File: src/design/utf8sd_pkg.sv
// utf8sd_pkg: shared types and constants for the UTF-8 stream decoder.
// No dependencies; imported by every module of the decoder.
`default_nettype none

package utf8sd_pkg;

    localparam int BYTE_W   = 8;
    localparam int CP_W     = 21;
    localparam int STATUS_W = 2;
    localparam int DUE_W    = 2;

    typedef logic [BYTE_W-1:0]   byte_t;
    typedef logic [CP_W-1:0]     cp_t;
    typedef logic [STATUS_W-1:0] status_t;
    typedef logic [DUE_W-1:0]    due_t;

    localparam status_t STATUS_OK        = 2'd0;
    localparam status_t STATUS_BAD_LEAD  = 2'd1;
    localparam status_t STATUS_TRUNCATED = 2'd2;

    // Lead byte boundaries
    localparam byte_t ASCII_LIMIT = 8'h80;
    localparam byte_t CONT_LAST   = 8'hBF;
    localparam byte_t LEAD2_FIRST = 8'hC0;
    localparam byte_t LEAD3_FIRST = 8'hE0;
    localparam byte_t LEAD4_FIRST = 8'hF0;
    localparam byte_t BAD_FIRST   = 8'hF8;

    // One input item as held in the input register
    typedef struct packed {
        byte_t data_byte;
        logic  end_of_text;
    } in_item_t;

    // One decode outcome handed to the output register
    typedef struct packed {
        logic    emit;
        cp_t     code_point;
        status_t status;
    } result_t;

endpackage

`default_nettype wire

File: src/design/utf8sd_in_reg.sv
// utf8sd_in_reg: input pipeline register for the byte stream.
// Depends on utf8sd_pkg.
`default_nettype none

module utf8sd_in_reg
    import utf8sd_pkg::*;
(
    input  wire logic     clk,
    input  wire logic     rst_n,
    input  wire logic     in_valid,
    output logic          in_ready,
    input  wire in_item_t in_item,
    output logic          held_valid,
    input  wire logic     held_take,
    output in_item_t      held_item
);

    logic     valid_reg;
    logic     valid_next;
    in_item_t item_reg;

    // Refill in the same cycle the held byte moves on
    assign in_ready   = !valid_reg || held_take;
    assign valid_next = (in_valid && in_ready) || (valid_reg && !held_take);

    always_ff @(posedge clk or negedge rst_n)
    begin
        if (!rst_n)
        begin
            valid_reg <= 1'b0;
        end
        else
        begin
            valid_reg <= valid_next;
        end
    end

    always_ff @(posedge clk)
    begin
        if (in_valid && in_ready)
        begin
            item_reg <= in_item;
        end
    end

    assign held_valid = valid_reg;
    assign held_item  = item_reg;

endmodule

`default_nettype wire

File: src/design/utf8sd_decode.sv
// utf8sd_decode: sequence state and the per-byte decode step.
// Depends on utf8sd_pkg.
`default_nettype none

module utf8sd_decode
    import utf8sd_pkg::*;
(
    input  wire logic     clk,
    input  wire logic     rst_n,
    input  wire logic     fire,
    input  wire in_item_t item,
    output result_t       res
);

    due_t  bytes_due_reg;
    due_t  bytes_due_next;
    cp_t   partial_value_reg;
    cp_t   partial_value_next;
    byte_t b;

    assign b = item.data_byte;

    always_comb
    begin
        bytes_due_next     = bytes_due_reg;
        partial_value_next = partial_value_reg;
        res.emit           = 1'b0;
        res.code_point     = '0;
        res.status         = STATUS_OK;

        if (bytes_due_reg != '0)
        begin
            // Continuation: top bits ignored
            partial_value_next = {partial_value_reg[CP_W-7:0], b[5:0]};
            bytes_due_next     = bytes_due_reg - due_t'(1);
        end
        else if (b < ASCII_LIMIT)
        begin
            // nothing to hold
        end
        else if (b inside {[ASCII_LIMIT:CONT_LAST], [BAD_FIRST:8'hFF]})
        begin
            partial_value_next = '0;
        end
        else if (b < LEAD3_FIRST)
        begin
            partial_value_next = cp_t'(b[4:0]);
            bytes_due_next     = due_t'(1);
        end
        else if (b < LEAD4_FIRST)
        begin
            partial_value_next = cp_t'(b[3:0]);
            bytes_due_next     = due_t'(2);
        end
        else
        begin
            partial_value_next = cp_t'(b[2:0]);
            bytes_due_next     = due_t'(3);
        end

        if (bytes_due_reg != '0 && bytes_due_next == '0)
        begin
            res.emit           = 1'b1;
            res.code_point     = partial_value_next;
            partial_value_next = '0;
        end
        else if (bytes_due_reg == '0 && b < ASCII_LIMIT)
        begin
            res.emit       = 1'b1;
            res.code_point = cp_t'(b);
        end
        else if (bytes_due_reg == '0 && b < LEAD2_FIRST)
        begin
            res.emit   = 1'b1;
            res.status = STATUS_BAD_LEAD;
        end
        else if (bytes_due_reg == '0 && b >= BAD_FIRST)
        begin
            res.emit   = 1'b1;
            res.status = STATUS_BAD_LEAD;
        end
        else if (item.end_of_text)
        begin
            // Sequence still open at end of text
            res.emit           = 1'b1;
            res.status         = STATUS_TRUNCATED;
            bytes_due_next     = '0;
            partial_value_next = '0;
        end
    end

    always_ff @(posedge clk or negedge rst_n)
    begin
        if (!rst_n)
        begin
            bytes_due_reg     <= '0;
            partial_value_reg <= '0;
        end
        else if (fire)
        begin
            bytes_due_reg     <= bytes_due_next;
            partial_value_reg <= partial_value_next;
        end
    end

    a_idle_clear: assert property (@(posedge clk) disable iff (!rst_n)
        bytes_due_reg == '0 |-> partial_value_reg == '0)
        else $error("partial value left over with no sequence open");

    a_err_zero: assert property (@(posedge clk) disable iff (!rst_n)
        fire && res.emit && res.status != STATUS_OK |-> res.code_point == '0)
        else $error("non-zero code point on error status");

    a_eot_close: assert property (@(posedge clk) disable iff (!rst_n)
        fire && item.end_of_text |=> bytes_due_reg == '0)
        else $error("sequence still open after end of text");

    a_ascii: assert property (@(posedge clk) disable iff (!rst_n)
        fire && bytes_due_reg == '0 && b < ASCII_LIMIT
        |-> res.emit && res.status == STATUS_OK)
        else $error("ASCII byte did not give a code point");

endmodule

`default_nettype wire

File: src/design/utf8sd_out_reg.sv
// utf8sd_out_reg: result register between the decode step and the receiver.
// Depends on utf8sd_pkg.
`default_nettype none

module utf8sd_out_reg
    import utf8sd_pkg::*;
(
    input  wire logic    clk,
    input  wire logic    rst_n,
    input  wire logic    load,
    input  wire result_t res,
    output logic         space,
    output logic         out_valid,
    input  wire logic    out_ready,
    output cp_t          code_point,
    output status_t      status
);

    logic    valid_reg;
    logic    valid_next;
    cp_t     code_point_reg;
    status_t status_reg;

    assign space      = !valid_reg || out_ready;
    assign valid_next = (load && res.emit) || (valid_reg && !out_ready);

    always_ff @(posedge clk or negedge rst_n)
    begin
        if (!rst_n)
        begin
            valid_reg <= 1'b0;
        end
        else
        begin
            valid_reg <= valid_next;
        end
    end

    always_ff @(posedge clk)
    begin
        if (load && res.emit)
        begin
            code_point_reg <= res.code_point;
            status_reg     <= res.status;
        end
    end

    assign out_valid  = valid_reg;
    assign code_point = code_point_reg;
    assign status     = status_reg;

endmodule

`default_nettype wire

File: src/design/utf8_stream_decoder_unit.sv
// utf8_stream_decoder_unit: top level of the UTF-8 stream decoder.
// Depends on utf8sd_pkg, utf8sd_in_reg, utf8sd_decode, utf8sd_out_reg.
//
// Input channel (in_valid/in_ready): one byte of UTF-8 text per transfer,
// with end_of_text set on the last byte of a text.
// Output channel (out_valid/out_ready): one code point and status per
// transfer. A byte gives at most one result: ASCII, the last byte of a
// sequence, a bad lead byte, or a sequence cut short by end_of_text.
// Each byte is held in the input register, decoded from there into the
// result register, and its result is offered from the result register.
// Throughput: one byte per cycle while out_ready is high; the decode step is
// a six-bit shift and a two-bit count between the input and result registers.
// Reset clears the sequence state and empties both registers.
// When the receiver stalls, the result register holds and the byte in the
// input register waits behind it; at most two bytes are held, and in_ready
// stays low until the waiting result is transferred.
`default_nettype none

module utf8_stream_decoder_unit
    import utf8sd_pkg::*;
(
    input  wire logic                clk,
    input  wire logic                rst_n,
    input  wire logic                in_valid,
    output logic                     in_ready,
    input  wire logic [BYTE_W-1:0]   data_byte,
    input  wire logic                end_of_text,
    output logic                     out_valid,
    input  wire logic                out_ready,
    output logic [CP_W-1:0]          code_point,
    output logic [STATUS_W-1:0]      status
);

    in_item_t in_item;
    in_item_t held_item;
    logic     held_valid;
    logic     space;
    logic     fire;
    result_t  res;

    assign in_item.data_byte   = data_byte;
    assign in_item.end_of_text = end_of_text;
    assign fire                = held_valid && space;

    utf8sd_in_reg u_in_reg (
        .clk        (clk),
        .rst_n      (rst_n),
        .in_valid   (in_valid),
        .in_ready   (in_ready),
        .in_item    (in_item),
        .held_valid (held_valid),
        .held_take  (fire),
        .held_item  (held_item)
    );

    utf8sd_decode u_decode (
        .clk   (clk),
        .rst_n (rst_n),
        .fire  (fire),
        .item  (held_item),
        .res   (res)
    );

    utf8sd_out_reg u_out_reg (
        .clk        (clk),
        .rst_n      (rst_n),
        .load       (fire),
        .res        (res),
        .space      (space),
        .out_valid  (out_valid),
        .out_ready  (out_ready),
        .code_point (code_point),
        .status     (status)
    );

endmodule

`default_nettype wire

File: config.mk
export PLATFORM = sky130hd
export DESIGN_NAME = utf8_stream_decoder_unit
export DESIGN_NICKNAME = d
export VERILOG_FILES = /design/src/design/utf8sd_pkg.sv /design/src/design/utf8sd_in_reg.sv /design/src/design/utf8sd_decode.sv /design/src/design/utf8sd_out_reg.sv /design/src/design/utf8_stream_decoder_unit.sv
export SDC_FILE = /design/constraint.sdc
export NUM_CORES = 1
export LEC_CHECK = 0
export ABC_AREA = 1
export ABC_CLOCK_PERIOD_IN_PS = 1800
export CAP_MARGIN = 0
export CORE_ASPECT_RATIO = 0.9
export CORE_MARGIN = 2
export CORE_UTILIZATION = 55
export DETAILED_ROUTE_END_ITERATION = 10
export DONT_BUFFER_PORTS = 1
export PLACE_DENSITY = 0.73
export SLEW_MARGIN = 20
export SYNTH_ARGS = -nofsm -noshare
export SYNTH_HDL_FRONTEND = slang
export SYNTH_SLANG_ARGS = --single-unit
File: constraint.sdc
create_clock -name clk -period 1.8 [get_ports clk]
set_input_delay 0.09 -clock clk [delete_from_list [all_inputs] [get_ports clk]]
set_output_delay 0.09 -clock clk [all_outputs]
set_load 0.005 [all_outputs]
* Yosys cells after proc, flatten, opt, wreduce, memory -nomap -nowiden
Index checks and enable logic that the tools add are counted.
** Operators by class
- Add/subtract/negate cells :: 1
- Magnitude comparators :: 8
- Mux-type cells :: 29
- Reduce and logical (&&, ||, !) cells :: 25
** Operators by type and width (count)
- 2-to-1 mux 21 bit :: 9
- less-than comparator 8 bit, second input constant :: 4
- 2-to-1 mux 22 bit :: 1
- 2-to-1 mux 2 bit :: 10
- >= comparator 8 bit, second input constant :: 2
- <= comparator 8 bit, second input constant :: 2
- logical AND 1 bit :: 11
- 2-to-1 mux 8 bit :: 1
- 2-to-1 mux 1 bit :: 7
- zero test 1 bit :: 4
- zero test 2 bit :: 2
- logical OR 1 bit :: 4
- 2-to-1 mux 4 bit :: 1
- nonzero test 2 bit :: 2
- OR reduction 4 bit :: 1
- OR reduction 2 bit :: 1
- subtractor 2 x 1 -> 2 bit, second input constant :: 1
** Storage, ports and cells
- Register bits :: 57
- Input bits :: 13
- Output and inout port bits :: 25

* Longest topological paths before layout
- Word-level depth :: 11
- Mapped depth :: 8

* Cells and area by module
A second synthesis with hierarchy kept.
** Second synthesis, totals
- Cell total of the unflattened synthesis :: 272
- Area total of the unflattened synthesis :: 2499.9 sq um
** By module, submodules not included
- utf8sd_decode :: times used 1, cells an instance 226, area each 1437.6 sq um, seq. area each 575.6 sq um
- utf8sd_out_reg :: times used 1, cells an instance 29, area each 739.5 sq um, seq. area each 715.7 sq um
- utf8sd_in_reg :: times used 1, cells an instance 15, area each 315.3 sq um, seq. area each 295.3 sq um
- utf8_stream_decoder_unit :: times used 1, cells an instance 2, area each 7.5 sq um, seq. area each 0.0 sq um

* Worst setup path before layout
No wires, ideal clock.
- Path type :: register to register
- Start point :: reg u_decode.bytes_due_reg[0]
- End point :: reg u_out_reg.code_point_reg[0], in the netlist u_out_reg.code_point[0], enable pin
- Arrival :: 1.418 ns
- Data required time :: 1.422 ns
- Slack :: 0.005 ns
- Stages on the path, launching flop included :: 8
- Clock period less this slack :: 1.795 ns
- Cells stage by stage :: dfrtp_1 -> inv_1 -> nor2_1 -> buf_4 -> inv_1 -> nand3_1 -> nand2_1 -> inv_1
** On the way
- Longest elaborated chain between the ends :: 7
** RTL lines
- start, declared :: line utf8sd_decode.sv:15 : due_t bytes_due_reg;
- start signal, assigned :: line utf8sd_decode.sv:101 : bytes_due_reg <= bytes_due_next;
- parallel branches: the longest is 5 deep, another holds subtractor 2 x 1 -> 2 bit
- 2-to-1 mux 22 bit * :: line utf8sd_decode.sv:61 : if (bytes_due_reg != '0 && bytes_due_next == '0)
- logical AND 1 bit * :: line utf8sd_out_reg.sv:41 : if (load && res.emit)
- end signal, assigned :: line utf8sd_out_reg.sv:43 : code_point_reg <= res.code_point;
- end, declared :: line utf8sd_out_reg.sv:21 : cp_t code_point_reg;
Every way passes the cells marked *.
A chain may end at the register's enable or synchronous reset.

* Worst setup path after layout
- Start point :: reg u_out_reg.valid_reg, in the netlist u_out_reg.out_valid
- End point :: reg u_decode.partial_value_reg[2]
** On the way
- Longest elaborated chain between the ends :: 3
** RTL lines
- start, declared :: line utf8sd_out_reg.sv:19 : logic valid_reg;
- start signal, assigned :: line utf8sd_out_reg.sv:35 : valid_reg <= valid_next;
- zero test 1 bit :: line utf8sd_out_reg.sv:24 : assign space = !valid_reg || out_ready;
- logical OR 1 bit :: line utf8sd_out_reg.sv:24
- logical AND 1 bit :: line utf8_stream_decoder_unit.sv:43 : assign fire = held_valid && space;
- end signal, assigned :: line utf8sd_decode.sv:102 : partial_value_reg <= partial_value_next;
- end, declared :: line utf8sd_decode.sv:17 : cp_t partial_value_reg;
No other way between the ends.

==> flow_metrics.env <==
export IMPL_fin_ws_ns=0.1854
export IMPL_setup_viol=0
export IMPL_synth_top_area_frac=0.3717
export IMPL_vias_per_cell=5.197
export IMPL_grt_pass1_vias=1938
export IMPL_clock_sinks=57
export IMPL_setup_tns_ns=0
export IMPL_cts_buffer_depth=2
export IMPL_grt_ovfl_total=0
export IMPL_final_nets=316
export IMPL_postLayoutCoreUtil=0.6603
export IMPL_drt_wl_total_um=5046
export IMPL_fin_total_pwr_mw=3.528
export IMPL_r2r_start="u_out_reg.out_valid"
export IMPL_grt_total_usage=0.2176
export IMPL_powerDensity_nw_per_um2=1190
export IMPL_outcome="finished clean"
export IMPL_required_ns=2.05
export IMPL_ys_seq_area_frac=0.6137
export IMPL_dieArea_um2=5265
export IMPL_yosysMostFrequentCell="nand2_1"
export IMPL_r2r_setup_slack_ns=0.19
export IMPL_syn_nets=294
export IMPL_hold_violations=0
export IMPL_worstMarginPinSlew_ns=0.4027
export IMPL_rr_endpoint="u_decode.partial_value_reg[2]"
export IMPL_reg2reg_depth=6
export IMPL_clock_skew_ns=0.004843
export IMPL_drive_gt1_frac=0.1039
export IMPL_ys_warnings_count=0
export IMPL_place_gp_congestion=0.9117
export IMPL_synthArstFlopShare=0.4386
export IMPL_drcViolationCount=0
export IMPL_final_max_slew_violation_count=0
export IMPL_fin_crit_ns=1.615
export IMPL_max_freq_mhz=619.4
export IMPL_synth_flop_cell="edfxtp_1"
export IMPL_synth_edf_count=32
export IMPL_initial_core_util=0.5758
export IMPL_hpwl_um=3315
export IMPL_grt_max_degree=26
export IMPL_io_pins=38
export IMPL_synth_top_area_cell="edfxtp_1"
export IMPL_dr_first_iter_drc_count=149
export IMPL_slew_headroom=0.7305
export IMPL_min_path_type="primary input to asynchronous set/reset pin"
export IMPL_wl_per_cell_um=13.64
export IMPL_critical_path_class="flop to flop"
export IMPL_htree_levels=3
export IMPL_finalCritPeriodShare=0.8970
export IMPL_cp_arrival_ns=1.86
export IMPL_rsz0062_at_grt="false"
export IMPL_drt_first_pass_iters=5
export IMPL_synth_common_cells="98 x nand2_1, 45 x inv_1, 32 x edfxtp_1"
export IMPL_start_kind="flop"
export IMPL_cts_tree="built"
export IMPL_fp_dieW_um=76.27
export IMPL_synthCells=281
export IMPL_dieHeight_um=69.04
export IMPL_clk_pin_slew_ns=0.06
export IMPL_cts_setup_buffers=0
export IMPL_grt_pass1_wl_um=8866
export IMPL_vias=1923
export IMPL_cts_buffers=9
export IMPL_clock_latency_ns=0.33
export IMPL_max_vdd_ir_drop_uv=787.9
export IMPL_ant_nets=0
export IMPL_n_antenna_cell=0
export IMPL_dpl_worst_slack_ns=0.1500
export IMPL_synth_seq_cells=57
export IMPL_rows=23
export IMPL_antenna_found_initial=0
export IMPL_cp_end_kind="flop"
export IMPL_syn_avg_cell_area_um2=9.199
export IMPL_cts_root_buf="clkbuf_8"
export IMPL_p_leak_nw=1.480
export IMPL_core_area_um2=4489
export IMPL_portBuffers=0
export IMPL_synthDistinctLibCells=23
export IMPL_path_max_fanout=10
export IMPL_area_delta_synth_final_pct=14.67
export IMPL_synth_cell_area_um2=2585
export IMPL_synth_area_leaders="edfxtp_1 37%, dfrtp_1 24%, nand2_1 14%"
export IMPL_max_cap_violations=0
## cells in the final DEF, fill, tap and decap left out, types with 2 or more instances in the layout
master	n
buf_4	8
o21bai_1	3
buf_12	2
nand3_1	28
dlygate4sd3_1	12
nor2_1	10
clkbuf_1	2
edfxtp_1	32
o22ai_1	7
o21ai_2	2
nand2_1	98
inv_1	45
o21ai_0	9
nand2_2	3
clkbuf_8	10
dfrtp_1	25
clkinv_2	3
## report_power, final
group          internal, mW  total (mW)  switching [mW]  leakage [nW]
logic                 0.249       0.782           0.533         0.738
registers              1.62        1.74           0.118         0.654
clock network         0.525        1.01           0.481        0.0876
## cell type report
type,instances,area [µm²]
inverter,46,172.7
timing repair buffer,22,220.2
tap,62,77.57
fill,372,1525
clock inverter,4,18.77
multi-input combinational,167,743.2
sequential,57,1587
clock buffer,12,145.1
## worst max-delay path: stages, from the launching register on
cell and delay [ns]:
dfrtp_1 0.41, nand2_1 0.11, nand2_1 0.12, nor2_1 0.35
buf_4 0.26, nand2_1 0.12, o21bai_1 0.18
## what timing repair did
item / CTS / global route
hold endpoints to repair: 36 / 0
setup endpoints to repair: 0 / 3
hold buffers: 13 / 0
gates resized for setup: 0 / 1
## stage by stage
step                hold WS (ns)  cell area [µm²]  instances
CTS                       0.1747             2962        370
floorplan                -0.2056             2585        281
global route              0.1844             2964        370
detailed placement       -0.2048             2658        341
global placement         -0.2047             2658        341
finish                    0.1759             2964        370
## layer usage
| layer | vias up | share of wire | global-route usage |
|---|---|---|---|
| li1 | 933 | - | - |
| met1 | 912 | 0.46 | 0.2938 |
| met2 | 70 | 0.46 | 0.3363 |
| met3 | 8 | 0.060 | 0.06675 |
| met4 | 0 | 0.013 | 0.07677 |
| met5 | - | 0 | 0 |
## how the worst max path moves through the flow
stage	from	end	slack, ns	depth (start not counted)
2_1_floorplan	u_decode.bytes_due_reg[0]	u_out_reg.code_point[0]	0.005	7
3_3_place_gp	u_decode.bytes_due_reg[0]	u_out_reg.code_point[15]	0.22	7
3_5_place_dp	u_decode.bytes_due_reg[0]	u_out_reg.code_point[15]	0.15	7
4_1_cts	u_decode.bytes_due_reg[0]	u_out_reg.status[0]	0.14	7
5_1_grt	u_out_reg.out_valid	u_decode.partial_value_reg[2]	0.08	6
6_report	u_out_reg.out_valid	u_decode.partial_value_reg[2]	0.19	6
## logic make-up (layout without fill, tap and decap cells)
group                  count (synthesis)  after routing  synth area share
and+or+nand+nor                      144            144            0.2328
DFF                                   57             57            0.6137
buffers and inverters                 57             84           0.09971
AOI/OAI and AO/OA                     23             23           0.05372
No activity file was read; power rests on OpenSTA's default activity.
